[src/hdl/mct_pkg.sv]
`timescale 1ns / 1ps

package mct_pkg;

	localparam int DEPTH_DEF = 256;
	localparam int VAL_W     = 32;
	localparam int CNT_W     = 32;
	localparam int DIST_W    = 9;

	typedef enum logic [1:0] {
		ACT_ADD    = 2'd0,
		ACT_REMOVE = 2'd1,
		ACT_LOOKUP = 2'd2,
		ACT_SPARE  = 2'd3
	} act_t;

	// one table entry: stored value and its occurrence count
	typedef struct packed {
		logic [VAL_W-1:0] value;
		logic [CNT_W-1:0] count;
	} entry_t;

	// finished result handed from the sequencer to the output register
	typedef struct packed {
		logic              found;
		logic [CNT_W-1:0]  occurrences;
		logic [CNT_W-1:0]  total_items;
		logic [DIST_W-1:0] distinct_items;
		logic              is_empty;
		logic              overflow;
	} res_t;

endpackage

[src/hdl/mct_ctrl.sv]
`timescale 1ns / 1ps

module mct_ctrl import mct_pkg::*; #(
	parameter int DEPTH = DEPTH_DEF,
	parameter int IW    = (DEPTH > 1) ? $clog2(DEPTH) : 1,
	parameter int UW    = $clog2(DEPTH + 1)
) (
	input  logic             clk,
	input  logic             arst_n,
	// input channel
	input  logic             in_valid,
	output logic             in_stall,
	input  logic [1:0]       action,
	input  logic [VAL_W-1:0] elem_value,
	// table port
	output logic             mem_we,
	output logic [IW-1:0]    mem_waddr,
	output entry_t           mem_wdata,
	output logic [IW-1:0]    mem_raddr,
	input  entry_t           mem_rdata,
	// result handoff
	output logic             res_valid,
	output res_t             res,
	input  logic             res_take
);

	typedef enum logic [4:0] {
		ST_IDLE = 5'b00001,
		ST_SCAN = 5'b00010,
		ST_EXEC = 5'b00100,
		ST_MOVE = 5'b01000,
		ST_DONE = 5'b10000
	} state_t;

	state_t           state_q;
	logic [1:0]       act_q;
	logic [VAL_W-1:0] val_q;
	logic [IW-1:0]    idx_q;
	logic [IW-1:0]    slot_q;
	logic [CNT_W-1:0] cnt_q;
	logic [CNT_W-1:0] occ_q;
	logic             found_q;
	logic             ovf_q;
	logic [UW-1:0]    used_q;
	logic [CNT_W-1:0] total_q;

	logic             accept;
	logic             hit;
	logic             last;
	logic             total_full;
	logic             table_full;
	logic [CNT_W-1:0] cnt_next;

	assign accept     = in_valid && (state_q == ST_IDLE);
	assign in_stall   = (state_q != ST_IDLE);
	// the one comparator, walked over the occupied entries
	assign hit        = (mem_rdata.value == val_q);
	assign last       = ((UW'(idx_q) + UW'(1)) == used_q);
	assign total_full = (total_q == '1);
	assign table_full = (used_q == UW'(DEPTH));
	// shared count incrementer / decrementer
	assign cnt_next   = (act_q == ACT_ADD) ? cnt_q + CNT_W'(1) : cnt_q - CNT_W'(1);

	always_comb begin
		mem_we    = 1'b0;
		mem_waddr = slot_q;
		mem_wdata = '{value: val_q, count: cnt_next};
		case (state_q)
			ST_IDLE: mem_raddr = '0;
			ST_SCAN: mem_raddr = idx_q + IW'(1);
			ST_EXEC: mem_raddr = IW'(used_q - UW'(1));
			default: mem_raddr = '0;
		endcase
		case (state_q)
			ST_EXEC: begin
				if (act_q == ACT_ADD && !total_full) begin
					if (found_q) begin
						mem_we = 1'b1;
					end else if (!table_full) begin
						mem_we    = 1'b1;
						mem_waddr = IW'(used_q);
						mem_wdata = '{value: val_q, count: CNT_W'(1)};
					end
				end else if (act_q == ACT_REMOVE && found_q && cnt_q > CNT_W'(1)) begin
					mem_we = 1'b1;
				end
			end
			ST_MOVE: begin
				// last entry fills the hole
				mem_we    = 1'b1;
				mem_wdata = mem_rdata;
			end
			default: begin
				mem_we = 1'b0;
			end
		endcase
	end

	always_ff @(posedge clk or negedge arst_n) begin
		if (!arst_n) begin
			state_q <= ST_IDLE;
			used_q  <= '0;
			total_q <= '0;
		end else begin
			case (state_q)
				ST_IDLE: begin
					if (accept) begin
						state_q <= (used_q == '0) ? ST_EXEC : ST_SCAN;
					end
				end
				ST_SCAN: begin
					if (hit || last) begin
						state_q <= ST_EXEC;
					end
				end
				ST_EXEC: begin
					state_q <= ST_DONE;
					if (act_q == ACT_ADD) begin
						if (!total_full && (found_q || !table_full)) begin
							total_q <= total_q + CNT_W'(1);
							if (!found_q) begin
								used_q <= used_q + UW'(1);
							end
						end
					end else if (act_q == ACT_REMOVE && found_q) begin
						if (cnt_q > CNT_W'(1)) begin
							total_q <= total_q - CNT_W'(1);
						end else begin
							state_q <= ST_MOVE;
						end
					end
				end
				ST_MOVE: begin
					used_q  <= used_q - UW'(1);
					total_q <= total_q - CNT_W'(1);
					state_q <= ST_DONE;
				end
				ST_DONE: begin
					if (res_take) begin
						state_q <= ST_IDLE;
					end
				end
				default: begin
					state_q <= ST_IDLE;
				end
			endcase
		end
	end

	always_ff @(posedge clk) begin
		case (state_q)
			ST_IDLE: begin
				act_q   <= action;
				val_q   <= elem_value;
				idx_q   <= '0;
				found_q <= 1'b0;
				ovf_q   <= 1'b0;
			end
			ST_SCAN: begin
				if (hit) begin
					found_q <= 1'b1;
					slot_q  <= idx_q;
					cnt_q   <= mem_rdata.count;
				end else begin
					idx_q <= idx_q + IW'(1);
				end
			end
			ST_EXEC: begin
				occ_q <= found_q ? cnt_q : '0;
				if (act_q == ACT_ADD) begin
					if (total_full) begin
						ovf_q <= 1'b1;
					end else if (found_q) begin
						occ_q <= cnt_next;
					end else if (table_full) begin
						ovf_q <= 1'b1;
					end else begin
						occ_q <= CNT_W'(1);
					end
				end else if (act_q == ACT_REMOVE && found_q) begin
					occ_q <= (cnt_q > CNT_W'(1)) ? cnt_next : '0;
				end
			end
			default: begin
				ovf_q <= ovf_q;
			end
		endcase
	end

	assign res_valid          = (state_q == ST_DONE);
	assign res.found          = found_q;
	assign res.occurrences    = occ_q;
	assign res.total_items    = total_q;
	assign res.distinct_items = DIST_W'(used_q);
	assign res.is_empty       = (used_q == '0);
	assign res.overflow       = ovf_q;

endmodule

[config.mk]
export PLATFORM = sky130hd
export DESIGN_NAME = mct_ctrl
export DESIGN_NICKNAME = d
export VERILOG_FILES = /design/src/hdl/mct_pkg.sv /design/src/hdl/mct_ctrl.sv
export SDC_FILE = /design/constraint.sdc
export NUM_CORES = 1
export LEC_CHECK = 0
export BUFFER_PORTS_ARGS = -buffer_cell sky130_fd_sc_hd__buf_2
export CAP_MARGIN = 20
export CORE_MARGIN = 3
export CORE_UTILIZATION = 45
export DETAILED_ROUTE_END_ITERATION = 8
export GPL_TIMING_DRIVEN = 0
export PLACE_DENSITY = 0.69
export SLEW_MARGIN = 20
export SYNTH_ARGS = -nofsm -noshare
export SYNTH_HDL_FRONTEND = slang
export SYNTH_SLANG_ARGS = --single-unit
[constraint.sdc]
create_clock -name clk -period 4.2 [get_ports clk]
set_input_delay 0.21 -clock clk [delete_from_list [all_inputs] [get_ports clk]]
set_output_delay 0.21 -clock clk [all_outputs]
set_load 0.01 [all_outputs]
Word-level counts from Yosys, hierarchy flattened --
Index checks and enable logic that the tools add are counted.
Word-level totals: register bits 162, input port bits 102, logic and storage cells 113
Operators by class: add/sub/neg operators 8, magnitude comparators 1, equal/unequal tests 24, mux-type cells 48, reduce and logical (&&, ||, !) cells 21
Operator list (count):
- 32-bit two-way mux | 15
- 64-bit case mux with 2 select lines | 1
- 32-bit by 1-bit adder with 32-bit output, second input constant | 2
- 32-bit case mux with 2 select lines | 1
- 32-bit by 1-bit subtractor with 32-bit output, second input constant | 2
- 8-bit two-way mux | 5
- 32-bit == test | 1
- 32-bit == test, second input constant | 1
- 32-bit by 1-bit greater-than comparator with 1-bit output, second input constant | 1
- 8-bit case mux with 2 select lines | 2
- 5-bit two-way mux | 6
- 9-bit two-way mux | 3
- 5-bit case mux with 5 select lines | 1
- 9-bit case mux with 2 select lines | 1
- 3-bit inequality test, second input constant | 5
- 2-bit inequality test, second input constant | 7
- 4-bit AND reduction | 3
- 8-bit by 1-bit adder with 9-bit output, second input constant | 1
- 9-bit by 1-bit adder with 9-bit output, second input constant | 1
- 9-bit == test | 1
- 9-bit == test, second input constant | 1
- 9-bit zero test | 1
- 1-bit two-way mux | 9
- 9-bit by 1-bit subtractor with 9-bit output, second input constant | 1
- 18 further kinds | 30

Depth between registers and ports, before layout --
depth after elaboration 7, depth in mapped cells 12, gate-level depth less buffers 9

Worst setup path before layout --
No wires, ideal clock.
path kind register to register, from reg val_q[29], to reg idx_q[0] (enable), library setup time 0.427 ns, data arrival time 3.211 ns, setup slack 0.562 ns, cell stages (with the launch flop) 7, buffers on the path 0, period minus slack after synthesis 3.638 ns, cell sequence edfxtp_1 -> xnor2_1 -> nand4_1 -> nor4_1 -> nand2_1 -> nor2_1 -> a21oi_1
On the way: longest elaborated chain between the ends 3
Ends and longest elaborated chain:
- start: declaration | RTL line mct_ctrl.sv:37 | logic [VAL_W-1:0] val_q;
- start signal: assignment | RTL line mct_ctrl.sv:154 | val_q <= elem_value;
- 32-bit == test | RTL line mct_ctrl.sv:57 | assign hit = (mem_rdata.value == val_q);
- 2-bit inequality test (no source line)
- 2-bit AND reduction (no source line)
- end signal: assignment | RTL line mct_ctrl.sv:165 | idx_q <= idx_q + IW'(1);
- end: declaration | RTL line mct_ctrl.sv:38 | logic [IW-1:0] idx_q;
No other way between the ends. A chain may end at the register's enable or synchronous reset.

==> metrics.md <==
| Metric | Value |
|---|---|
| Number of unique standard cell types used by synthesis | 79 |
| Number of vias per cell | approximately 6 |
| Setup clock skew after layout | 13.3 ps |
| Clk pwr share | between 20% and 30% |
| Area of the die | ~25000 sq um |
| Total Negative Setup Slacks | 0 ps |
| Setup-violating endpoint count in the final report | 0 |
| Net Count, Synth | approximately 1.2k |
| Post-synth ARST share | 28.4% |
| Commonest cells after routing, fill and taps aside | buf_2, nand2_1, edfxtp_1 |
| Failing checks | DRC |
| Number of buffers inserted during clock tree synthesis | 17 |
| Hold violation count in the final report | 0 |
| Sequential share of power | 39.2% |
| Final period demand of the worst path | 3990 ps |
| Post-route insts no fill | 1744 |
| Antenna-violating nets left | 0 |
| Bufs on Longest Clock Path | 2 |
| Placement-stage cell area | 12100 sq um |
| Cell area after synthesis | 10300 sq um |
| RSZ-0062 raised after global routing | false |
| Maximum resistive drop on vdd | 0.313 mV |
| Maximum number of pins on one net before global-route repair | 47 |
| Psw | 2.51 mW |
| Buffer cell driving the clock tree root | clkbuf_16 |
| Power density cells | 478 nW/um^2 |
| First-pass GRT wire length | 53900 microns |
| Class of the tightest hold or removal check | in -> reg |
| Clock transition at path regs | approximately 70 ps |
| Die height | 158 microns |
| Area of the placeable core | 22200 sq um |
| Clock tree from TritonCTS | done |
| Post-CTS Setup Repair Bufs | 0 |
| Routed WL per cell | 20.4 microns |
| Final number of max-transition violations | 0 |
| Share of total power in combinational logic | 35.6% |
| Iteration-0 DRC count of the detailed router | slightly above 800 |
| Yosys warnings | 0 |
| Total half-perimeter wirelength after legalization and detailed placement | 25900 microns |
| Total chip power | 6.37 mW |
| Via count | 10.2k |
| Top-level I/O count | between 200 and 300 |
| Critical path arrival | 3780 ps |
| Vias in the first global route | 9827 |
| Total Nets Final | between 1.5k and 2k |
| # Max-Cap Violations | 0 |
| Tightest slew margin relative to the limit | 37.5% |
| Internal Dissipation | 3.86 mW |
| Std-Cell Rows | 54 |
| Wire length after detailed routing | 35600 microns |
| Leak pwr | 5.60 nW |
| Detailed-route DRC error count | 2 |
| Final design instance area without fill | 13300 sq um |
| Sequential cell area fraction in the yosys report | 44.8% |
| Post-synth EDFFs | 116 |
| Number of instances in the placed design | 1644 |
| Fraction of final layout cells with drive strength greater than 1 | 23.7% |
| Crit path launch type | flop |
| Share of the core filled with cells | between 60% and 70% |
| Status | finished, violations left |
| Initial antenna violation count | 0 |
| Worst setup slack after layout | about 210 ps |
| Total gr overflow | 0 |
| Gate count after technology mapping | 1101 |
| FF+latch count, synth | 162 |
| Avg Inst Size Synth | around 9.4 sq um |
| Skew-Pair Late Insertion Delay | approximately 440 ps |
| Overall routing resource usage | 27.9% |
| Critical Path Sink Type | output port |
| Most common library cell in the layout ignoring fill and taps | buf_2 |
| Num Clock Sinks | 162 |
| Number of port buffers | 260 |
| Type of the setup path with the least slack | reg -> out |
| Final weighted congestion in routability-driven placement | about 0.97 |
| Number of iterations in the first detailed-routing pass | 7 |
| Maximum clock frequency | 250 MHz |
| Initial core utilization | a little under half |
| Total number of H-tree levels | 4 |
| Top fanout value on the critical path | 10 |
| Dpl ws | 338 ps |
| Post-Route Hold Slack | 76.7 ps |
| Switch share | roughly 39% |
| Predominant post-synthesis flop cell | edfxtp_1 |
| X dimension of the die | 158 microns |
| Required time reported for the critical path endpoint | 3990 ps |
| Slew at the pin closest to its max-slew limit | 931 ps |
| Share of the clock period used by the worst path after layout | between 90% and 100% |
| Area Overhead vs Synth | 29.0% |
-- cell families after synthesis --
logic type      Yosys count  share of synthesized area (%)
xor+xnor                124                           10.6
simple gates            456                           22.0
buf+inv                 114                           4.50
flops                   162                           44.8
mux                       8                          0.775
compound gates          229                           16.3
fa+ha+maj                 8                          0.968
-- Yosys cell counts (10+ instances only) --
cell      count  area share [%]
nand3_1      31             1.5
clkbuf_1     57             2.1
o21a_1       10            0.73
buf_2        12            0.58
edfxtp_1    116              34
inv_1        35             1.3
o31ai_1      13            0.94
a22oi_1      12            0.87
nand4_1      34             2.1
a21oi_1      30             1.5
xnor2_1      79             6.7
nor2_1       75             2.7
dfrtp_1      45              11
or3_1        14            0.85
nand2_1     177             6.4
and2_1       11            0.67
a32oi_1      13             1.1
xor2_1       44             3.7
a31oi_1      30             1.8
o22ai_1      12            0.73
o21ai_0      28             1.4
nor4_1       15            0.91
nor3_1       27             1.3
and3_1       14            0.85
a22o_1       19             1.6
-- power by group through the flow --
stage | Sequential, mW | Clock [mW] | Combinational (mW)
after global routing | 2.54 | 1.69 | 2.46
after detailed placement | 2.52 | 0 | 2.18
final | 2.50 | 1.61 | 2.27
after CTS | 2.49 | 1.62 | 2.24
after global placement | 2.51 | 0 | 2.14
after floorplan | 2.49 | 0 | 1.35
-- worst max-delay path, stage by stage (launching register included) --
cell,delay (ps)
edfxtp_1,420
clkbuf_1,320
and4bb_2,490
nand3_1,360
o32ai_1,890
a21boi_2,360
xnor2_1,120
o31ai_2,210
buf_2,170
-- what timing repair did --
item                       4_1_cts  5_1_grt
hold buffers                    66        1
setup endpoints to repair        9        9
resized for setup                1        1
hold endpoints to repair        66       45
-- layout make-up --
class,instances,area (sq um)
sequential,162,4640
clock buffer,17,425
clock inverter,15,164
fill,1892,8890
antenna,1,2.50
multi-input combinational,825,5260
timing repair buffer,330,2040
inverter,36,135
buffer,78,330
tap,280,350
-- flip-flops by register name, indices dropped and copies added, names as in the netlist --
register / count
state_q: 5
slot_q: 8
idx_q: 8
found_q: 1
used_q: 9
val_q: 32
occ_q: 32
ovf_q: 1
cnt_q: 32
total_q: 32
act_q: 2
-- final timing paths --
check	from	to	slack [ps]	cells after the start
max	act_q[0]$_DFFE_PP_	mem_wdata[24]	210	8
min	in_valid	state_q[1]$_DFFE_PN0P_	80	3
max reg2reg	cnt_q[9]$_DFFE_PP_	occ_q[8]$_DFFE_PP_	530	9
min reg2reg	idx_q[4]$_SDFFCE_PN0P_	slot_q[4]$_DFFE_PP_	460	0
max in group asynchronous	arst_n	state_q[2]$_DFFE_PN0P_	3440	2
min in group asynchronous	arst_n	total_q[25]$_DFFE_PN0P_	330	2
-- routing by layer --
metal  track usage, %  vias up  part of all wire (%)
li1                 -     4737                     -
met3             6.53       90                   8.4
met5                0        -                     0
met4             11.2        0                   3.3
met2             43.7      539                    46
met1             37.7     4839                    42
Note: power is estimated with default switching activity, not from simulation.
